[src/srpe_pkg.sv]
`timescale 1ns / 1ps
`default_nettype none

package srpe_pkg;

   localparam int PIX_W       = 8;
   localparam int COORD_W     = 11;
   localparam int SHADE_W     = 8;
   localparam int LEVEL_W     = 9;
   localparam int OFFSET_W    = 12;
   localparam int POINT_X_W   = 12;
   localparam int POINT_Y_W   = 13;
   localparam int WIDTH_W     = 3;
   localparam int PROD_W      = 16;
   localparam int CSR_INDEX_W = 2;
   localparam int CSR_DATA_W  = 12;
   localparam int DIV_STEPS   = 8;

   localparam int QUEUE_DEPTH_DEFAULT = 4;

   localparam logic [CSR_INDEX_W-1:0] CSR_SHADE_LEVELS = 2'd0;
   localparam logic [CSR_INDEX_W-1:0] CSR_OFFSET_X     = 2'd1;
   localparam logic [CSR_INDEX_W-1:0] CSR_OFFSET_Y     = 2'd2;

   localparam logic [LEVEL_W-1:0] LEVELS_RESET = 9'd4;
   localparam logic [LEVEL_W-1:0] LEVELS_MIN   = 9'd1;
   localparam logic [LEVEL_W-1:0] LEVELS_MAX   = 9'd256;

   localparam logic [WIDTH_W-1:0] WIDTH_LIGHTEST = 3'd0;
   localparam logic [WIDTH_W-1:0] WIDTH_STROKE   = 3'd4;

   // effective configuration as seen by the datapath
   typedef struct packed {
      logic [LEVEL_W-1:0]         levels;
      logic signed [OFFSET_W-1:0] offset_x;
      logic [OFFSET_W-1:0]        offset_y;
   } cfg_type;

   // one queued request: the held pixel's point and/or the row-end point
   typedef struct packed {
      logic               has_held;
      logic [COORD_W-1:0] held_column;
      logic [COORD_W-1:0] held_row;
      logic [SHADE_W-1:0] held_shade;
      logic               has_cur;
      logic [COORD_W-1:0] cur_column;
      logic [COORD_W-1:0] cur_row;
      logic [SHADE_W-1:0] cur_shade;
   } point_pair_type;

endpackage

`default_nettype wire

[src/srpe_front.sv]
`timescale 1ns / 1ps
`default_nettype none

module srpe_front (
   input  wire                                  clock,
   input  wire                                  reset,
   input  wire                                  push,
   output logic                                 full,
   input  wire  [srpe_pkg::PIX_W-1:0]           gray_level,
   input  wire  [srpe_pkg::PIX_W-1:0]           alpha,
   input  wire  [srpe_pkg::COORD_W-1:0]         column,
   input  wire  [srpe_pkg::COORD_W-1:0]         row,
   input  wire                                  row_end,
   input  wire  [srpe_pkg::LEVEL_W-1:0]         levels,
   input  wire                                  q_full,
   output logic                                 q_push,
   output srpe_pkg::point_pair_type             q_data
);

   // stage 1: raw pixel
   logic                          s1_valid_ff, s1_valid_in;
   logic [srpe_pkg::PIX_W-1:0]    s1_gray_ff, s1_gray_in;
   logic [srpe_pkg::PIX_W-1:0]    s1_alpha_ff, s1_alpha_in;
   logic [srpe_pkg::COORD_W-1:0]  s1_col_ff, s1_col_in;
   logic [srpe_pkg::COORD_W-1:0]  s1_row_ff, s1_row_in;
   logic                          s1_end_ff, s1_end_in;

   // stage 2: blend product, then shade and run decision
   logic                          s2_valid_ff, s2_valid_in;
   logic [srpe_pkg::PROD_W-1:0]   s2_prod_ff, s2_prod_in;
   logic [srpe_pkg::PIX_W-1:0]    s2_gray_ff, s2_gray_in;
   logic [srpe_pkg::COORD_W-1:0]  s2_col_ff, s2_col_in;
   logic [srpe_pkg::COORD_W-1:0]  s2_row_ff, s2_row_in;
   logic                          s2_end_ff, s2_end_in;

   // run state
   logic                          held_valid_ff, held_valid_in;
   logic [srpe_pkg::COORD_W-1:0]  held_col_ff, held_col_in;
   logic [srpe_pkg::COORD_W-1:0]  held_row_ff, held_row_in;
   logic [srpe_pkg::SHADE_W-1:0]  held_shade_ff, held_shade_in;
   logic                          prev_valid_ff, prev_valid_in;
   logic [srpe_pkg::SHADE_W-1:0]  prev_shade_ff, prev_shade_in;

   logic                          adv;
   logic                          accept;
   logic [srpe_pkg::PIX_W-1:0]    inv_gray;
   logic [srpe_pkg::PIX_W-1:0]    inv_alpha;
   logic [srpe_pkg::PROD_W-1:0]   prod;
   logic [srpe_pkg::PROD_W:0]     div_sum;
   logic [srpe_pkg::PIX_W-1:0]    blended;
   logic [srpe_pkg::PROD_W:0]     scaled;
   logic [srpe_pkg::SHADE_W-1:0]  shade;
   logic                          emit_held;
   logic                          emits;

   assign inv_gray  = 8'hFF - s1_gray_ff;
   assign inv_alpha = 8'hFF - s1_alpha_ff;
   assign prod      = srpe_pkg::PROD_W'(inv_gray) * srpe_pkg::PROD_W'(inv_alpha);

   // x/255 for x up to 255*255: (x + 1 + (x >> 8)) >> 8
   assign div_sum = (srpe_pkg::PROD_W+1)'(s2_prod_ff) + 17'd1
                  + (srpe_pkg::PROD_W+1)'(s2_prod_ff >> 8);
   // never exceeds 255: the blend term is at most 255 - gray
   assign blended = s2_gray_ff + div_sum[15:8];
   assign scaled  = (srpe_pkg::PROD_W+1)'(blended) * (srpe_pkg::PROD_W+1)'(levels);
   assign shade   = scaled[15:8];

   assign emit_held = held_valid_ff &&
                      (!prev_valid_ff || (prev_shade_ff != held_shade_ff) ||
                       (shade != held_shade_ff));
   assign emits     = emit_held || s2_end_ff;

   assign adv    = !s2_valid_ff || !emits || !q_full;
   assign full   = !adv;
   assign accept = push && adv;
   assign q_push = s2_valid_ff && emits && !q_full;

   always_comb begin
      q_data.has_held    = emit_held;
      q_data.held_column = held_col_ff;
      q_data.held_row    = held_row_ff;
      q_data.held_shade  = held_shade_ff;
      q_data.has_cur     = s2_end_ff;
      q_data.cur_column  = s2_col_ff;
      q_data.cur_row     = s2_row_ff;
      q_data.cur_shade   = shade;
   end

   always_comb begin
      s1_valid_in = adv ? accept : s1_valid_ff;
      s1_gray_in  = accept ? gray_level : s1_gray_ff;
      s1_alpha_in = accept ? alpha : s1_alpha_ff;
      s1_col_in   = accept ? column : s1_col_ff;
      s1_row_in   = accept ? row : s1_row_ff;
      s1_end_in   = accept ? row_end : s1_end_ff;

      s2_valid_in = adv ? s1_valid_ff : s2_valid_ff;
      s2_prod_in  = adv ? prod : s2_prod_ff;
      s2_gray_in  = adv ? s1_gray_ff : s2_gray_ff;
      s2_col_in   = adv ? s1_col_ff : s2_col_ff;
      s2_row_in   = adv ? s1_row_ff : s2_row_ff;
      s2_end_in   = adv ? s1_end_ff : s2_end_ff;

      held_valid_in = held_valid_ff;
      held_col_in   = held_col_ff;
      held_row_in   = held_row_ff;
      held_shade_in = held_shade_ff;
      prev_valid_in = prev_valid_ff;
      prev_shade_in = prev_shade_ff;

      if (s2_valid_ff && adv) begin
         if (emit_held) begin
            prev_valid_in = 1'b1;
            prev_shade_in = held_shade_ff;
         end
         if (s2_end_ff) begin
            // row closed: nothing held, no shade emitted yet
            held_valid_in = 1'b0;
            prev_valid_in = 1'b0;
            prev_shade_in = '0;
         end else begin
            held_valid_in = 1'b1;
            held_col_in   = s2_col_ff;
            held_row_in   = s2_row_ff;
            held_shade_in = shade;
         end
      end
   end

   always_ff @(posedge clock) begin
      if (reset) begin
         s1_valid_ff   <= 1'b0;
         s2_valid_ff   <= 1'b0;
         held_valid_ff <= 1'b0;
         prev_valid_ff <= 1'b0;
      end else begin
         s1_valid_ff   <= s1_valid_in;
         s2_valid_ff   <= s2_valid_in;
         held_valid_ff <= held_valid_in;
         prev_valid_ff <= prev_valid_in;
      end
      s1_gray_ff    <= s1_gray_in;
      s1_alpha_ff   <= s1_alpha_in;
      s1_col_ff     <= s1_col_in;
      s1_row_ff     <= s1_row_in;
      s1_end_ff     <= s1_end_in;
      s2_prod_ff    <= s2_prod_in;
      s2_gray_ff    <= s2_gray_in;
      s2_col_ff     <= s2_col_in;
      s2_row_ff     <= s2_row_in;
      s2_end_ff     <= s2_end_in;
      held_col_ff   <= held_col_in;
      held_row_ff   <= held_row_in;
      held_shade_ff <= held_shade_in;
      prev_shade_ff <= prev_shade_in;
   end

endmodule

`default_nettype wire

[src/srpe_queue.sv]
`timescale 1ns / 1ps
`default_nettype none

module srpe_queue #(
   parameter int DEPTH = srpe_pkg::QUEUE_DEPTH_DEFAULT
) (
   input  wire                       clock,
   input  wire                       reset,
   input  wire                       push,
   input  srpe_pkg::point_pair_type  push_data,
   output logic                      full,
   input  wire                       pop,
   output srpe_pkg::point_pair_type  pop_data,
   output logic                      empty
);

   localparam int PTR_W = (DEPTH > 1) ? $clog2(DEPTH) : 1;
   localparam int CNT_W = $clog2(DEPTH + 1);

   srpe_pkg::point_pair_type  entries_ff [DEPTH];
   logic [PTR_W-1:0]          wr_ptr_ff, wr_ptr_in;
   logic [PTR_W-1:0]          rd_ptr_ff, rd_ptr_in;
   logic [CNT_W-1:0]          count_ff, count_in;
   logic                      do_push;
   logic                      do_pop;

   assign full     = (count_ff == CNT_W'(DEPTH));
   assign empty    = (count_ff == '0);
   assign do_push  = push && !full;
   assign do_pop   = pop && !empty;
   assign pop_data = entries_ff[rd_ptr_ff];

   always_comb begin
      wr_ptr_in = wr_ptr_ff;
      rd_ptr_in = rd_ptr_ff;
      count_in  = count_ff;
      if (do_push) begin
         wr_ptr_in = (wr_ptr_ff == PTR_W'(DEPTH - 1)) ? '0 : wr_ptr_ff + 1'b1;
      end
      if (do_pop) begin
         rd_ptr_in = (rd_ptr_ff == PTR_W'(DEPTH - 1)) ? '0 : rd_ptr_ff + 1'b1;
      end
      if (do_push && !do_pop) begin
         count_in = count_ff + 1'b1;
      end else if (do_pop && !do_push) begin
         count_in = count_ff - 1'b1;
      end
   end

   always_ff @(posedge clock) begin
      if (reset) begin
         wr_ptr_ff <= '0;
         rd_ptr_ff <= '0;
         count_ff  <= '0;
      end else begin
         wr_ptr_ff <= wr_ptr_in;
         rd_ptr_ff <= rd_ptr_in;
         count_ff  <= count_in;
      end
      if (do_push) begin
         entries_ff[wr_ptr_ff] <= push_data;
      end
   end

   a_no_push_when_full: assert property (@(posedge clock) disable iff (reset)
      push |-> !full)
      else $error("request pushed into full queue");

   a_no_pop_when_empty: assert property (@(posedge clock) disable iff (reset)
      pop |-> !empty)
      else $error("request popped from empty queue");

endmodule

`default_nettype wire

[src/srpe_back.sv]
`timescale 1ns / 1ps
`default_nettype none

module srpe_back (
   input  wire                                   clock,
   input  wire                                   reset,
   input  srpe_pkg::cfg_type                     cfg,
   input  wire                                   q_empty,
   input  srpe_pkg::point_pair_type              q_data,
   output logic                                  q_pop,
   output logic                                  empty,
   input  wire                                   pop,
   output logic signed [srpe_pkg::POINT_X_W-1:0] point_x,
   output logic [srpe_pkg::POINT_Y_W-1:0]        point_y,
   output logic [srpe_pkg::PIX_W-1:0]            pressure,
   output logic [srpe_pkg::WIDTH_W-1:0]          stroke_width,
   output logic                                  at_row_end,
   output logic                                  last_of_run
);

   localparam int STEP_W = $clog2(srpe_pkg::DIV_STEPS);

   typedef enum logic [2:0] {
      ST_IDLE = 3'b001,
      ST_DIV  = 3'b010,
      ST_LOAD = 3'b100
   } back_state_type;

   back_state_type                  state_ff, state_in;
   srpe_pkg::point_pair_type        pair_ff, pair_in;
   logic                            phase_ff, phase_in;   // 0 held point, 1 row-end point
   logic [STEP_W-1:0]               step_ff, step_in;
   logic [srpe_pkg::SHADE_W-1:0]    rem_ff, rem_in;
   logic [srpe_pkg::PIX_W-1:0]      quo_ff, quo_in;

   logic                            rsp_valid_ff, rsp_valid_in;
   logic signed [srpe_pkg::POINT_X_W-1:0] x_ff, x_in;
   logic [srpe_pkg::POINT_Y_W-1:0]  y_ff, y_in;
   logic [srpe_pkg::PIX_W-1:0]      pr_ff, pr_in;
   logic [srpe_pkg::WIDTH_W-1:0]    wd_ff, wd_in;
   logic                            end_ff, end_in;
   logic                            last_ff, last_in;

   logic                            slot_free;
   logic                            start;
   logic                            load;
   logic [srpe_pkg::SHADE_W-1:0]    start_shade;
   logic [srpe_pkg::LEVEL_W-1:0]    start_diff;
   logic [srpe_pkg::PROD_W:0]       start_num_full;
   logic [srpe_pkg::PROD_W-1:0]     start_num;
   logic [srpe_pkg::SHADE_W:0]      trial;
   logic                            trial_ge;
   logic [srpe_pkg::COORD_W-1:0]    pt_col;
   logic [srpe_pkg::COORD_W-1:0]    pt_row;
   logic [srpe_pkg::SHADE_W-1:0]    pt_shade;

   assign slot_free = !rsp_valid_ff || pop;

   // dividend 255*(L-s), zero when the shade is out of range for L
   assign start_shade    = (state_ff == ST_IDLE)
                           ? (q_data.has_held ? q_data.held_shade : q_data.cur_shade)
                           : pair_ff.cur_shade;
   assign start_diff     = cfg.levels - srpe_pkg::LEVEL_W'(start_shade);
   assign start_num_full = {start_diff, 8'b0} - (srpe_pkg::PROD_W+1)'(start_diff);
   assign start_num      = (srpe_pkg::LEVEL_W'(start_shade) < cfg.levels)
                           ? start_num_full[srpe_pkg::PROD_W-1:0] : '0;

   // restoring division by L, one quotient bit a cycle
   assign trial    = {rem_ff, quo_ff[srpe_pkg::PIX_W-1]};
   assign trial_ge = (trial >= cfg.levels);

   assign pt_col   = phase_ff ? pair_ff.cur_column : pair_ff.held_column;
   assign pt_row   = phase_ff ? pair_ff.cur_row : pair_ff.held_row;
   assign pt_shade = phase_ff ? pair_ff.cur_shade : pair_ff.held_shade;

   always_comb begin
      state_in = state_ff;
      pair_in  = pair_ff;
      phase_in = phase_ff;
      step_in  = step_ff;
      rem_in   = rem_ff;
      quo_in   = quo_ff;
      q_pop    = 1'b0;
      start    = 1'b0;
      load     = 1'b0;

      case (state_ff)
         ST_IDLE: begin
            if (!q_empty) begin
               q_pop    = 1'b1;
               pair_in  = q_data;
               phase_in = !q_data.has_held;
               start    = 1'b1;
               state_in = ST_DIV;
            end
         end
         ST_DIV: begin
            rem_in  = trial_ge ? srpe_pkg::SHADE_W'(trial - cfg.levels)
                               : trial[srpe_pkg::SHADE_W-1:0];
            quo_in  = {quo_ff[srpe_pkg::PIX_W-2:0], trial_ge};
            step_in = step_ff + 1'b1;
            if (step_ff == STEP_W'(srpe_pkg::DIV_STEPS - 1)) begin
               state_in = ST_LOAD;
            end
         end
         ST_LOAD: begin
            if (slot_free) begin
               load = 1'b1;
               if (!phase_ff && pair_ff.has_cur) begin
                  phase_in = 1'b1;
                  start    = 1'b1;
                  state_in = ST_DIV;
               end else begin
                  state_in = ST_IDLE;
               end
            end
         end
         default: begin
            state_in = ST_IDLE;
         end
      endcase

      if (start) begin
         rem_in  = start_num[srpe_pkg::PROD_W-1:8];
         quo_in  = start_num[7:0];
         step_in = '0;
      end
   end

   always_comb begin
      rsp_valid_in = rsp_valid_ff && !pop;
      x_in    = x_ff;
      y_in    = y_ff;
      pr_in   = pr_ff;
      wd_in   = wd_ff;
      end_in  = end_ff;
      last_in = last_ff;
      if (load) begin
         rsp_valid_in = 1'b1;
         x_in    = $signed(srpe_pkg::POINT_X_W'(pt_col) + $unsigned(cfg.offset_x));
         y_in    = srpe_pkg::POINT_Y_W'(pt_row) + srpe_pkg::POINT_Y_W'(cfg.offset_y);
         pr_in   = quo_ff;
         wd_in   = (srpe_pkg::LEVEL_W'(pt_shade) == cfg.levels - 1'b1)
                   ? srpe_pkg::WIDTH_LIGHTEST : srpe_pkg::WIDTH_STROKE;
         end_in  = phase_ff;
         last_in = phase_ff || !pair_ff.has_cur;
      end
   end

   always_ff @(posedge clock) begin
      if (reset) begin
         state_ff     <= ST_IDLE;
         rsp_valid_ff <= 1'b0;
      end else begin
         state_ff     <= state_in;
         rsp_valid_ff <= rsp_valid_in;
      end
      pair_ff  <= pair_in;
      phase_ff <= phase_in;
      step_ff  <= step_in;
      rem_ff   <= rem_in;
      quo_ff   <= quo_in;
      x_ff     <= x_in;
      y_ff     <= y_in;
      pr_ff    <= pr_in;
      wd_ff    <= wd_in;
      end_ff   <= end_in;
      last_ff  <= last_in;
   end

   assign empty        = !rsp_valid_ff;
   assign point_x      = x_ff;
   assign point_y      = y_ff;
   assign pressure     = pr_ff;
   assign stroke_width = wd_ff;
   assign at_row_end   = end_ff;
   assign last_of_run  = last_ff;

   a_div_ends_in_load: assert property (@(posedge clock) disable iff (reset)
      (state_ff == ST_DIV && step_ff == STEP_W'(srpe_pkg::DIV_STEPS - 1))
      |=> (state_ff == ST_LOAD))
      else $error("divider did not finish after its fixed step count");

   a_no_empty_request: assert property (@(posedge clock) disable iff (reset)
      q_pop |-> (q_data.has_held || q_data.has_cur))
      else $error("queued request carries no point");

   a_row_end_is_last: assert property (@(posedge clock) disable iff (reset)
      (rsp_valid_ff && end_ff) |-> last_ff)
      else $error("row-end point not marked last of run");

endmodule

`default_nettype wire

[src/shade_run_point_extractor_unit.sv]
// Shade-run point extractor. Pixels (gray, alpha, column, row, row_end) go in through a
// push/full queue port and stroke points come out through an empty/pop port; each pixel gives
// zero, one or two points. The front end takes a pixel every cycle while the request queue
// has room: two stages blend on white and quantise to a shade, then compare against the held
// pixel and the last emitted shade. The back end builds points one at a time, each through a
// start, the eight-step pressure divider and a load, and takes no new request until the last
// point of the current one is loaded. QUEUE_DEPTH sets how many pending requests may queue
// between the two halves. Configuration is written through csr_valid/csr_ready (always
// ready); the user must write it only while the block is idle; the block does not enforce it.
`timescale 1ns / 1ps
`default_nettype none

module shade_run_point_extractor_unit #(
   parameter int QUEUE_DEPTH = srpe_pkg::QUEUE_DEPTH_DEFAULT
) (
   input  wire                                   clock,
   input  wire                                   reset,
   input  wire                                   push,
   output logic                                  full,
   input  wire  [srpe_pkg::PIX_W-1:0]            req_gray_level,
   input  wire  [srpe_pkg::PIX_W-1:0]            req_alpha,
   input  wire  [srpe_pkg::COORD_W-1:0]          req_column,
   input  wire  [srpe_pkg::COORD_W-1:0]          req_row,
   input  wire                                   req_row_end,
   output logic                                  empty,
   input  wire                                   pop,
   output logic signed [srpe_pkg::POINT_X_W-1:0] rsp_point_x,
   output logic [srpe_pkg::POINT_Y_W-1:0]        rsp_point_y,
   output logic [srpe_pkg::PIX_W-1:0]            rsp_pressure,
   output logic [srpe_pkg::WIDTH_W-1:0]          rsp_stroke_width,
   output logic                                  rsp_at_row_end,
   output logic                                  rsp_last_of_run,
   input  wire                                   csr_valid,
   output logic                                  csr_ready,
   input  wire  [srpe_pkg::CSR_INDEX_W-1:0]      csr_index,
   input  wire  [srpe_pkg::CSR_DATA_W-1:0]       csr_data
);

   logic [srpe_pkg::LEVEL_W-1:0]         levels_ff, levels_in;
   logic signed [srpe_pkg::OFFSET_W-1:0] offset_x_ff, offset_x_in;
   logic [srpe_pkg::OFFSET_W-1:0]        offset_y_ff, offset_y_in;

   srpe_pkg::cfg_type         cfg;
   srpe_pkg::point_pair_type  q_push_data;
   srpe_pkg::point_pair_type  q_pop_data;
   logic                      q_push;
   logic                      q_full;
   logic                      q_pop;
   logic                      q_empty;

   assign csr_ready = 1'b1;

   always_comb begin
      levels_in   = levels_ff;
      offset_x_in = offset_x_ff;
      offset_y_in = offset_y_ff;
      if (csr_valid) begin
         case (csr_index)
            srpe_pkg::CSR_SHADE_LEVELS: levels_in   = csr_data[srpe_pkg::LEVEL_W-1:0];
            srpe_pkg::CSR_OFFSET_X:     offset_x_in = $signed(csr_data);
            srpe_pkg::CSR_OFFSET_Y:     offset_y_in = csr_data;
            default: ;
         endcase
      end
   end

   always_ff @(posedge clock) begin
      if (reset) begin
         levels_ff   <= srpe_pkg::LEVELS_RESET;
         offset_x_ff <= '0;
         offset_y_ff <= '0;
      end else begin
         levels_ff   <= levels_in;
         offset_x_ff <= offset_x_in;
         offset_y_ff <= offset_y_in;
      end
   end

   // zero shades counts as one, anything above 256 as 256
   always_comb begin
      if (levels_ff == '0) begin
         cfg.levels = srpe_pkg::LEVELS_MIN;
      end else if (levels_ff > srpe_pkg::LEVELS_MAX) begin
         cfg.levels = srpe_pkg::LEVELS_MAX;
      end else begin
         cfg.levels = levels_ff;
      end
      cfg.offset_x = offset_x_ff;
      cfg.offset_y = offset_y_ff;
   end

   srpe_front u_front (
      .clock      (clock),
      .reset      (reset),
      .push       (push),
      .full       (full),
      .gray_level (req_gray_level),
      .alpha      (req_alpha),
      .column     (req_column),
      .row        (req_row),
      .row_end    (req_row_end),
      .levels     (cfg.levels),
      .q_full     (q_full),
      .q_push     (q_push),
      .q_data     (q_push_data)
   );

   srpe_queue #(
      .DEPTH (QUEUE_DEPTH)
   ) u_queue (
      .clock     (clock),
      .reset     (reset),
      .push      (q_push),
      .push_data (q_push_data),
      .full      (q_full),
      .pop       (q_pop),
      .pop_data  (q_pop_data),
      .empty     (q_empty)
   );

   srpe_back u_back (
      .clock        (clock),
      .reset        (reset),
      .cfg          (cfg),
      .q_empty      (q_empty),
      .q_data       (q_pop_data),
      .q_pop        (q_pop),
      .empty        (empty),
      .pop          (pop),
      .point_x      (rsp_point_x),
      .point_y      (rsp_point_y),
      .pressure     (rsp_pressure),
      .stroke_width (rsp_stroke_width),
      .at_row_end   (rsp_at_row_end),
      .last_of_run  (rsp_last_of_run)
   );

endmodule

`default_nettype wire
[config.mk]
export PLATFORM = sky130hd
export DESIGN_NAME = shade_run_point_extractor_unit
export DESIGN_NICKNAME = d
export VERILOG_FILES = /design/src/srpe_pkg.sv /design/src/srpe_front.sv /design/src/srpe_queue.sv /design/src/srpe_back.sv /design/src/shade_run_point_extractor_unit.sv
export SDC_FILE = /design/constraint.sdc
export NUM_CORES = 1
export LEC_CHECK = 0
export BUFFER_PORTS_ARGS = -buffer_cell sky130_fd_sc_hd__buf_2
export CAP_MARGIN = 20
export CORE_ASPECT_RATIO = 1.1
export CORE_MARGIN = 2
export CORE_UTILIZATION = 45
export DETAILED_ROUTE_END_ITERATION = 16
export GPL_TIMING_DRIVEN = 0
export PLACE_DENSITY = 0.7
export SLEW_MARGIN = 20
export SYNTH_ARGS = -nofsm -noshare
export SYNTH_HDL_FRONTEND = slang
export SYNTH_HIERARCHICAL = 1
export SYNTH_SLANG_ARGS = --single-unit
[constraint.sdc]
create_clock -name clock -period 12.3 [get_ports clock]
set_input_delay 2.46 -clock clock [delete_from_list [all_inputs] [get_ports clock]]
set_output_delay 2.46 -clock clock [all_outputs]
set_load 0.05 [all_outputs]
==> results of run 1 <==
cell usage in the layout (no fill, tap or decap), types with 6 or more instances in the layout:
cell / synthesis / routed
edfxtp_1: 486 / 486
inv_1: 154 / 153
ha_1: 133 / 133
nor2_1: 109 / 107
buf_2: 11 / 106
fa_1: 82 / 82
nand2_1: 67 / 67
a21oi_1: 63 / 63
mux4_2: 62 / 62
nand2b_1: 59 / 59
mux2i_1: 57 / 57
clkbuf_16: 0 / 55
xnor2_1: 56 / 54
dfxtp_1: 53 / 53
and2_1: 44 / 42
or2_2: 36 / 36
o21ai_0: 31 / 30
nor2b_1: 33 / 29
clkbuf_1: 14 / 27
xor2_1: 29 / 27
mux2_2: 23 / 23
nor3_1: 21 / 20
buf_4: 13 / 16
nand3_1: 16 / 16
o21a_1: 14 / 14
clkinv_1: 0 / 12
nand4_1: 10 / 10
a21o_1: 9 / 9
o21ai_1: 8 / 8
bufinv_16: 0 / 6
and3_1: 6 / 6
nor4_1: 6 / 6
o31ai_1: 6 / 6
a211o_1: 6 / 6
flip-flops by register name, summed over array words and instances, names as in the netlist, 9 cells and up, named ones only:
signal / flops
u_queue/entries_ff: 248
levels_ff: 9
u_front/s2_col_ff: 11
u_back/point_x: 12
u_back/pair_ff: 61
u_front/held_col_ff: 11
u_front/s2_prod_ff: 16
u_front/held_row_ff: 11
u_front/s1_row_ff: 11
offset_x_ff: 12
u_back/point_y: 13
u_front/s2_row_ff: 11
u_front/s1_col_ff: 11
offset_y_ff: 12
worst min-delay path by stage:
| stage | cells after the start | end | slack (ps) | start |
|---|---|---|---|---|
| finish | 0 | u_front/s2_row_ff[2]$_DFFE_PP_ | 410 | u_front/s1_row_ff[2]$_DFFE_PP_ |
| global route | 0 | u_front/s2_row_ff[6]$_DFFE_PP_ | 430 | u_front/s1_row_ff[6]$_DFFE_PP_ |
| CTS | 0 | u_front/s2_col_ff[5]$_DFFE_PP_ | 410 | u_front/s1_col_ff[5]$_DFFE_PP_ |
| detailed placement | 0 | u_front/s2_row_ff[4]$_DFFE_PP_ | 400 | u_front/s1_row_ff[4]$_DFFE_PP_ |
| floorplan | 0 | u_front/s2_col_ff[0]$_DFFE_PP_ | 400 | u_front/s1_col_ff[0]$_DFFE_PP_ |
| global placement | 0 | u_front/s2_row_ff[4]$_DFFE_PP_ | 400 | u_front/s1_row_ff[4]$_DFFE_PP_ |
stage by stage:
stage | utilization (%) | total power [W] | TNS, ps | hold WS (ps) | area (um2)
finish | 51.5 | 0.00651 | 0 | 408 | 30100
global route | 51.5 | 0.00693 | -2.00 | 426 | 30100
CTS | 51.3 | 0.00654 | 0 | 410 | 30100
detailed placement | 48.3 | 0.00489 | 0 | 405 | 28300
global placement | 47.9 | 0.00479 | 0 | 402 | 28000
floorplan | - | 0.00423 | 0 | 400 | 26600
power by group through the flow:
stage | clock network, W | logic, W | registers [W]
6_report | 0.00162 | 0.00245 | 0.00244
5_1_grt | 0.00173 | 0.00274 | 0.00246
4_1_cts | 0.00166 | 0.00244 | 0.00244
3_5_place_dp | 0 | 0.00241 | 0.00248
3_3_place_gp | 0 | 0.00230 | 0.00249
2_1_floorplan | 0 | 0.00178 | 0.00245
repair_timing:
| item | 4_1_cts | 5_1_grt |
|---|---|---|
| gates cloned | 0 | 0 |
| pin swaps | 0 | 1 |
| resized for setup | 1 | 10 |
| setup endpoints to repair | 1 | 1 |
| setup buffers | 0 | 1 |
layer usage:
layer / track usage (%) / share of wire, % / up-vias / routed length [um]
li1: - / - / 7006 / -
met1: 23.3 / 44 / 7399 / 23200
met2: 29.8 / 49 / 392 / 25900
met3: 2.41 / 4.8 / 96 / 2570
met4: 6.23 / 2.8 / 0 / 1490
met5: 0 / 0 / - / 0
area by class of cell:
cell class,count,area (um2)
Inverter,158,613
Buffer,42,235
Clock inverter,32,337
Fill cell,4781,28400
Multi-Input combinational cell,1093,10200
Timing Repair Buffer,107,692
Clock buffer,68,1430
Tap cell,760,951
Sequential cell,539,15700
cells by family (layout without fill, tap and decap cells):
group | after synthesis | in the layout
XOR/XNOR | 88 | 88
buffers and inverters | 200 | 407
adder cells (fa/ha/maj) | 215 | 215
flip-flops | 539 | 539
AND/OR/NAND/NOR | 441 | 441
multiplexers | 142 | 142
AO/OA/AOI/OAI | 204 | 204
other | 2 | 3
critical path: cells and delay by family, from the launching register on:
family,cells,cell delay (ps)
XOR/XNOR,3,950
AO/OA/AOI/OAI,10,2700
buffers and inverters,3,360
AND/OR/NAND/NOR,6,1060
flip-flops,1,450
adder cells (fa/ha/maj),7,3210
==> impl_metrics.toml, run 1 <==
[finish]
num_antenna_cells = 0
syn_to_final_growth_pct = 13.2
drive_gt1_share_pct = 18.5
final_cells = 2799
nNetsFinal = 2268

[logic_synthesis]
synth_area_um2 = 26600
netlist.top_cell.by_area = "edfxtp_1"
synth_enable_flop_cells = 486
synth_mux_area_share_pct = 8.36
yosys.area_share.simple_pct = 8.79
synthXorXnorAreaFrac_pct = 3.06
yosysWarnings = 6
synth_fa_ha_area_share_pct = 12.4
async_flop_share_pct = 0
synth_cells = 1831
synth_top_family_by_area = "adder cells"
yosysMostFrequentCell = "edfxtp_1"
synth_flop_cell = "edfxtp_1"
yosys-top-cells-area = "edfxtp_1 (55%), ha_1 (6.3%), fa_1 (6.2%), mux4_2 (5.2%), dfxtp_1 (4.0%)"
synth_top_area_share_pct = 54.8
ys_seq_area_share_pct = 58.8
synth_compound_area_share_pct = 5.34
synth_cell_types = 94
synth_common_cells = "edfxtp_1 (486), inv_1 (154), ha_1 (133), nor2_1 (109), fa_1 (82)"
synth-seq-cells = 539
synth.avg_cell_area_um2 = 14.5

[critical_path]
cp_max_fo = 9
cp_slowest_cell = "xnor3_2"
crit_path_end = "full"
cp-startpoint = "u_front/s2_prod_ff[12]$_DFFE_PP_"
worstSetupStartpointType = "register"
rr_endpoint = "u_front/s1_col_ff[6]$_DFFE_PP_"
timing.rr.start = "u_front/s2_prod_ff[12]$_DFFE_PP_"
rr_worst_depth = 31
arrival_ps = 9350
required_ps = 9840
cpMostUsedCell = "fa_1"
reg2reg_slack_ps = 2000
criticalPathCategory = "register to primary output"
cp-end-kind = "primary output"
slowest_delay_ps = 610

[sta]
slew_viol_final = 0
min_period_ps = 11810
setup_viol = 0
max_freq_mhz = 84.7
hold_violations = 0
tightest_slew_ps = 990
relSlewSlack_pct = 33.8
post-route-period-util_pct = 96.0
clock_skew_ps = 18.2
worst_slack_ps = 490

[cts]
cts_max_level = 2
worstSkewPairLatency_ps = 600
clk_pin_slew_worst_paths_ps = 60
tritoncts = "done"
clockBufferDepth = 3
root_buffer = "clkbuf_16"
clock_sink_count = 539
numCtsBuffers = 54
hold_buffers = 0

[detailed_routing]
via_count = 14893
routedWlPerCell_um = 19.0
viasPerCell = 5.32
drt_iter0_markers = 930
first_pass_iters = 5
drc = 0
final_antenna_net_count = 0
finalWirelength_um = 53100

[worst_hold_path]
hp-class = "register to register"

[flow_run]
max-cap-violations = 0

[global_route]
grt_usage_pct = 17.6
grt_pass1_wl_um = 84500
overflow = 0
grt_max_degree = 50
antenna_found_initial = 0
grt_pass1_vias = 15564

[placement]
dp.cells = 2697
io_buffers = 95
dpl_worst_slack_ps = 624
place.gp.congestion = 0.863
place_hpwl_um = 37000

[floorplanning]
die_area_um2 = 61100
ios = 99
fp.dieH_um = 259
core_um2 = 58500
fp-row-count = 93
dieWidth_um = 236
start_util_pct = 45.5

[pwr]
seqPwrFrac_pct = 37.5
p_int_w = 0.00429
clkPwrFrac_pct = 24.9
p_per_area_nw_per_um2 = 216
p_sw_share_pct = 34.1
peakVddDrop_v = 0.000136
comb_power_share_pct = 37.6
p_sw_w = 0.00222
p_leak_nw = 11.4

[status]
status = "finished, final reports clean"
Power figures use the tool's default switching activity.
==> run 2: changes to the inputs <==
--- a/config.mk
+++ b/config.mk
@@ -7,12 +7,15 @@
 export LEC_CHECK = 0
 export BUFFER_PORTS_ARGS = -buffer_cell sky130_fd_sc_hd__buf_2
 export CAP_MARGIN = 20
+export CELL_PAD_IN_SITES_DETAIL_PLACEMENT = 1
+export CELL_PAD_IN_SITES_GLOBAL_PLACEMENT = 2
 export CORE_ASPECT_RATIO = 1.1
 export CORE_MARGIN = 2
-export CORE_UTILIZATION = 45
+export CORE_UTILIZATION = 43
+export CTS_BUF_LIST = sky130_fd_sc_hd__clkbuf_4
 export DETAILED_ROUTE_END_ITERATION = 16
 export GPL_TIMING_DRIVEN = 0
-export PLACE_DENSITY = 0.7
+export PLACE_DENSITY = 0.88
 export SLEW_MARGIN = 20
 export SYNTH_ARGS = -nofsm -noshare
 export SYNTH_HDL_FRONTEND = slang
==> constraint.sdc (replaced) <==
create_clock -name clock -period 10.3 [get_ports clock]
set_input_delay 2.06 -clock clock [delete_from_list [all_inputs] [get_ports clock]]
set_output_delay 2.06 -clock clock [all_outputs]
set_load 0.05 [all_outputs]
==> impl_metrics.toml, run 2 (synthesis results as in run 1) <==
[placement]
io_buffers = 95
place.gp.congestion = 0.820
dpl_worst_slack_ps = -1230
place_hpwl_um = 43600

[critical_path]
cp_slowest_cell = "o41ai_4"
slowest_delay_ps = 580
criticalPathCategory = "register to primary output"
required_ps = 8240
crit_buf_inv = 6
worstSetupStartpointType = "register"
crit_path_end = "full"
cp_max_fo = 5
path_delay_family = "adder cells"
cp-end-kind = "primary output"
rr_endpoint = "u_front/held_col_ff[1]$_DFFE_PP_"
timing.rr.start = "u_front/s2_prod_ff[9]$_DFFE_PP_"
cpMostUsedCell = "fa_1"
crit_cells = 33
reg2reg_slack_ps = 350
rr_worst_depth = 36
arrival_ps = 9060
cp-startpoint = "u_front/s2_prod_ff[9]$_DFFE_PP_"

[sta]
hold_violations = 0
min_period_ps = 11120
rsz0062_at_grt = "true"
relSlewSlack_pct = 39.2
tightest_slew_ps = 912
fin_tns_setup_ps = -817
post-route-period-util_pct = 108
max_freq_mhz = 90.0
setup_viol = 1
clock_skew_ps = 76.7
timing.hold.ws_ps = 416
slew_viol_final = 0
worst_slack_ps = -817

[global_route]
overflow = 0
grt_max_degree = 50
grt_pass1_wl_um = 104000
antenna_found_initial = 3
grt_pass1_vias = 18273
grt_usage_pct = 21.6

[finish]
final_cell_mix = "edfxtp_1 (486), clkbuf_4 (197), inv_1 (148)"
largest_register_ffs = 248
nNetsFinal = 2386
drive_gt1_share_pct = 27.6
reg_top3 = "u_queue/entries_ff: 248 flops, u_back/pair_ff: 61 flops, u_front/s2_prod_ff: 16 flops"
syn_to_final_growth_pct = 16.3
final_common_cell = "edfxtp_1"
largest_register = "u_queue/entries_ff"

[detailed_routing]
final_antenna_net_count = 0
viasPerCell = 5.34
via_count = 16278
routedWlPerCell_um = 22.1
drt_iter0_markers = 935
finalWirelength_um = 67400
drc = 0
first_pass_iters = 5

[floorplanning]
dieWidth_um = 241
die_area_um2 = 63900
fp-row-count = 95
start_util_pct = 43.6
core_um2 = 61100
ios = 99
fp.dieH_um = 265

[pwr]
total_power_w = 0.00839
p_per_area_nw_per_um2 = 271
p_leak_nw = 11.9
peakVddDrop_v = 0.000200

[status]
violations = "setup timing"
status = "finished with violations"

[cts]
root_buffer = "clkbuf_4"
clk_pin_slew_worst_paths_ps = 60
tritoncts = "done"
numCtsBuffers = 139
clock_sink_count = 539
cts_max_level = 4
clockBufferDepth = 3
worstSkewPairLatency_ps = 960

[worst_hold_path]
hp-start = "u_front/s1_row_ff[3]$_DFFE_PP_"
hp-class = "register to register"

[flow_run]
max-cap-violations = 0
==> run 2: changes by cell type in the layout (fill, tap and decap cells not counted), sizes merged, moves of 3 or more <==
cell,previous run,this run
clkinv,24,42
clkbuf,82,211
inv,156,162
buf,135,168
bufinv,6,3
==> run 2: worst min path at each step <==
stage                                           end  cells past startpoint
floorplan            u_front/s2_col_ff[0]$_DFFE_PP_                      0
global placement     u_front/s2_row_ff[8]$_DFFE_PP_                      0
detailed placement  u_front/s2_col_ff[10]$_DFFE_PP_                      0
CTS                  u_front/s2_row_ff[3]$_DFFE_PP_                      0
global route         u_front/s2_row_ff[3]$_DFFE_PP_                      0
finish               u_front/s2_row_ff[3]$_DFFE_PP_                      0
==> run 2: per-stage QoR <==
step	cell area [um2]	util [%]	std cells
finish	30900	50.6	3046
global route	30900	50.6	3046
CTS	30700	50.3	3038
detailed placement	28400	46.4	2760
global placement	28100	46.0	2751
floorplan	26600	-	1832
==> run 2: cell type report <==
class | instances | area [um2]
Tap cell | 824 | 1030
Sequential cell | 539 | 15700
Inverter | 158 | 613
Antenna cell | 2 | 5.00
Multi-Input combinational cell | 1093 | 10600
Fill cell | 6173 | 30200
Clock buffer | 197 | 1480
Buffer | 42 | 235
Timing Repair Buffer | 140 | 957
Clock inverter | 51 | 334
==> run 2: report_power, final <==
group / internal, W / total, W / leakage [nW] / switching, W
clock network: 0.000973 / 0.00191 / 1.07 / 0.000934
logic: 0.00151 / 0.00355 / 5.88 / 0.00204
registers: 0.00279 / 0.00293 / 4.96 / 0.000136
total: 0.00528 / 0.00839 / 11.9 / 0.00311
==> run 2: metal layers <==
layer,vias up,GRT usage [%],wire length [um]
li1,7317,-,-
met1,8319,26.2,27100
met2,516,37.8,35200
met3,126,3.97,3370
met4,0,9.28,1800
met5,-,0,0
==> run 2: timing repair <==
item,in CTS,in global routing
pin swaps,50,20
buffers inserted,30,6
hold buffers,0,0
setup endpoints to repair,368,55
gates resized for setup,66,23
endpoints found under the hold margin,0,0
==> run 3: changes to the inputs <==
--- a/config.mk
+++ b/config.mk
@@ -5,13 +5,14 @@
 export SDC_FILE = /design/constraint.sdc
 export NUM_CORES = 1
 export LEC_CHECK = 0
+export ABC_AREA = 1
 export BUFFER_PORTS_ARGS = -buffer_cell sky130_fd_sc_hd__buf_2
 export CAP_MARGIN = 20
 export CELL_PAD_IN_SITES_DETAIL_PLACEMENT = 1
 export CELL_PAD_IN_SITES_GLOBAL_PLACEMENT = 2
 export CORE_ASPECT_RATIO = 1.1
 export CORE_MARGIN = 2
-export CORE_UTILIZATION = 43
+export CORE_UTILIZATION = 40
 export CTS_BUF_LIST = sky130_fd_sc_hd__clkbuf_4
 export DETAILED_ROUTE_END_ITERATION = 16
 export GPL_TIMING_DRIVEN = 0
==> impl_metrics.toml, run 3 <==
[detailed_routing]
first_pass_iters = 5
drc = 0
routedWlPerCell_um = 19.4
via_count = 19555
viasPerCell = 5.08
final_antenna_net_count = 0
finalWirelength_um = 74600
drt_iter0_markers = 1005

[logic_synthesis]
synth_cells = 2500
synth.avg_cell_area_um2 = 11.1
yosysWarnings = 6
netlist.top_cell.by_area = "edfxtp_1"
yosys-top-cells-area = "edfxtp_1 (53%), ha_1 (6.0%), fa_1 (5.9%), nand2_1 (5.5%), inv_1 (4.2%)"
synth_enable_flop_cells = 486
yosysMostFrequentCell = "edfxtp_1"
synth_top_area_share_pct = 52.6
synth_common_cells = "edfxtp_1 (486), nand2_1 (407), inv_1 (309), nor2_1 (279), o21ai_0 (167)"
synth_cell_types = 56
synth_area_um2 = 27700
ys_seq_area_share_pct = 56.4
async_flop_share_pct = 0
synth-seq-cells = 539
synth_flop_cell = "edfxtp_1"

[cts]
root_buffer = "clkbuf_4"
clockBufferDepth = 3
numCtsBuffers = 140
hold_buffers = 0
cts_max_level = 4
tritoncts = "done"
clock_sink_count = 539
clk_pin_slew_worst_paths_ps = 80
worstSkewPairLatency_ps = 990

[critical_path]
cp-end-kind = "primary output"
worstSetupStartpointType = "register"
rr_worst_depth = 56
cpMostUsedCell = "nand2_2"
cp_max_fo = 6
criticalPathCategory = "register to primary output"
required_ps = 8240
crit_buf_inv = 11
path_delay_family = "adder cells"
slowest_delay_ps = 540
cp_slowest_cell = "fa_1"
crit_cells = 48
arrival_ps = 8110

[floorplanning]
ios = 99
core_um2 = 68900
fp.dieH_um = 280
dieWidth_um = 255
die_area_um2 = 71500
start_util_pct = 40.3
fp-row-count = 101

[pwr]
clkPwrFrac_pct = 20.8
peakVddDrop_v = 0.000141
p_per_area_nw_per_um2 = 276
p_sw_share_pct = 41.2
comb_power_share_pct = 46.2
seqPwrFrac_pct = 33.0
p_leak_nw = 13.5
total_power_w = 0.00898
p_int_w = 0.00528
p_sw_w = 0.00370

[sta]
relSlewSlack_pct = 30.3
setup_viol = 0
hold_violations = 0
fin_tns_setup_ps = 0
max_freq_mhz = 98.3
min_period_ps = 10170
post-route-period-util_pct = 98.8
clock_skew_ps = 76.7
slew_viol_final = 0
timing.hold.ws_ps = 376
tightest_slew_ps = 1040
rsz0062_at_grt = "true"

[finish]
final_cells = 3847
syn_to_final_growth_pct = 17.2
reg_top3 = "u_queue/entries_ff: 248 flops, u_back/pair_ff: 61 flops, u_front/s2_prod_ff: 16 flops"
final_cell_area_um2 = 32500
largest_register_ffs = 248
register_area_um2 = 15700
fillers = 7554
final_common_cell = "edfxtp_1"
drive_gt1_share_pct = 25.2
nNetsFinal = 3080
multiInputGateArea_um2 = 10900
largest_register = "u_queue/entries_ff"
final_cell_mix = "edfxtp_1 (486), nand2_1 (385), inv_1 (294)"

[placement]
place_hpwl_um = 53800
place.gp.congestion = 0.874
dp.cells = 3540
placed_area_um2 = 29800
io_buffers = 95

[global_route]
grt_pass1_wl_um = 116000
grt_usage_pct = 21.1
grt_pass1_vias = 21592
antenna_found_initial = 2
overflow = 0
grt_max_degree = 31

[worst_hold_path]
hold_depth = 0
hp-class = "register to register"

[flow_run]
max-cap-violations = 0

[status]
status = "finished, final reports clean"
run 3: cell types whose count changed in the layout (fill, tap and decap cells not counted), moves of 28 or more:
cell,previous run,this run
nand2_1,65,385
nor2_1,105,256
inv_1,148,294
o21ai_0,28,165
nor2_2,3,77
mux4_2,62,0
nand2b_1,59,0
o22ai_2,1,60
nand3_1,16,70
mux2i_1,57,7
and2_1,37,1
nand2_2,3,37
or2_2,36,5
xnor2_1,46,18
run 3: routing by layer:
metal  share of wire, %  up-vias  global-route usage (%)
li1                   -     9144                       -
met1                 41     9809                    25.3
met2                 51      465                    37.2
met3                4.5      137                    3.94
met4                2.7        0                    8.46
met5                  0        -                       0
run 3: worst register-to-register path: cells and delay by family (launching register included):
family / cells / cell delay (ps)
AO/OA/AOI/OAI: 6 / 740
XOR/XNOR: 1 / 140
adder cells (fa/ha/maj): 10 / 3730
buffers and inverters: 14 / 1330
flip-flops: 1 / 450
AND/OR/NAND/NOR: 25 / 2490
run 3: final timing paths:
kind	startpoint	end	slack, ps
worst max-delay path	u_front/s2_prod_ff[10]$_DFFE_PP_	full	130
worst min-delay path	u_front/s1_col_ff[0]$_DFFE_PP_	u_front/s2_col_ff[0]$_DFFE_PP_	380
worst max register to register	u_front/s2_prod_ff[10]$_DFFE_PP_	u_queue/count_ff[1]$_SDFFE_PP0P_	1270
worst min register to register	u_front/s1_col_ff[0]$_DFFE_PP_	u_front/s2_col_ff[0]$_DFFE_PP_	380
run 3: power by group through the flow:
stage | logic (W) | clock network [W] | registers, W
CTS | 0.00395 | 0.00193 | 0.00296
floorplan | 0.00255 | 0 | 0.00295
global placement | 0.00334 | 0 | 0.00302
global route | 0.00467 | 0.00204 | 0.00298
finish | 0.00415 | 0.00187 | 0.00296
detailed placement | 0.00355 | 0 | 0.00302
run 3: kinds of logic after synthesis:
logic type | count (synthesis) | synth area share [%]
mux | 7 | 0.253
fa+ha+maj | 215 | 11.9
other cells | 2 | 0.0271
buf+inv | 391 | 6.12
flops | 539 | 56.4
simple gates | 924 | 14.8
xor+xnor | 69 | 2.23
compound gates | 353 | 8.23
run 3: what timing repair did:
| action | in CTS | in global routing |
|---|---|---|
| endpoints found under the setup margin | 1 | 1 |
| buffers inserted | 32 | 17 |
| cloned | 2 | 0 |
| pin swaps | 52 | 59 |
| gates resized for setup | 76 | 44 |
run 3: area by class of cell:
type / count / area share, %
clock inverter: 52 / 0.927
clock buffer: 199 / 4.60
tap: 927 / 3.57
antenna: 4 / 0.0308
buffer: 69 / 1.47
multi-input combinational: 1573 / 33.6
timing repair buffer: 162 / 3.91
inverter: 322 / 3.78
sequential: 539 / 48.2
run 3: stage by stage:
| stage | setup WS, ps | utilization [%] |
|---|---|---|
| after floorplan | 326 | - |
| after global placement | -3050 | 42.7 |
| after detailed placement | -947 | 43.3 |
| after CTS | -49.3 | 46.7 |
| after global routing | -430 | 47.2 |
| final | 128 | 47.2 |
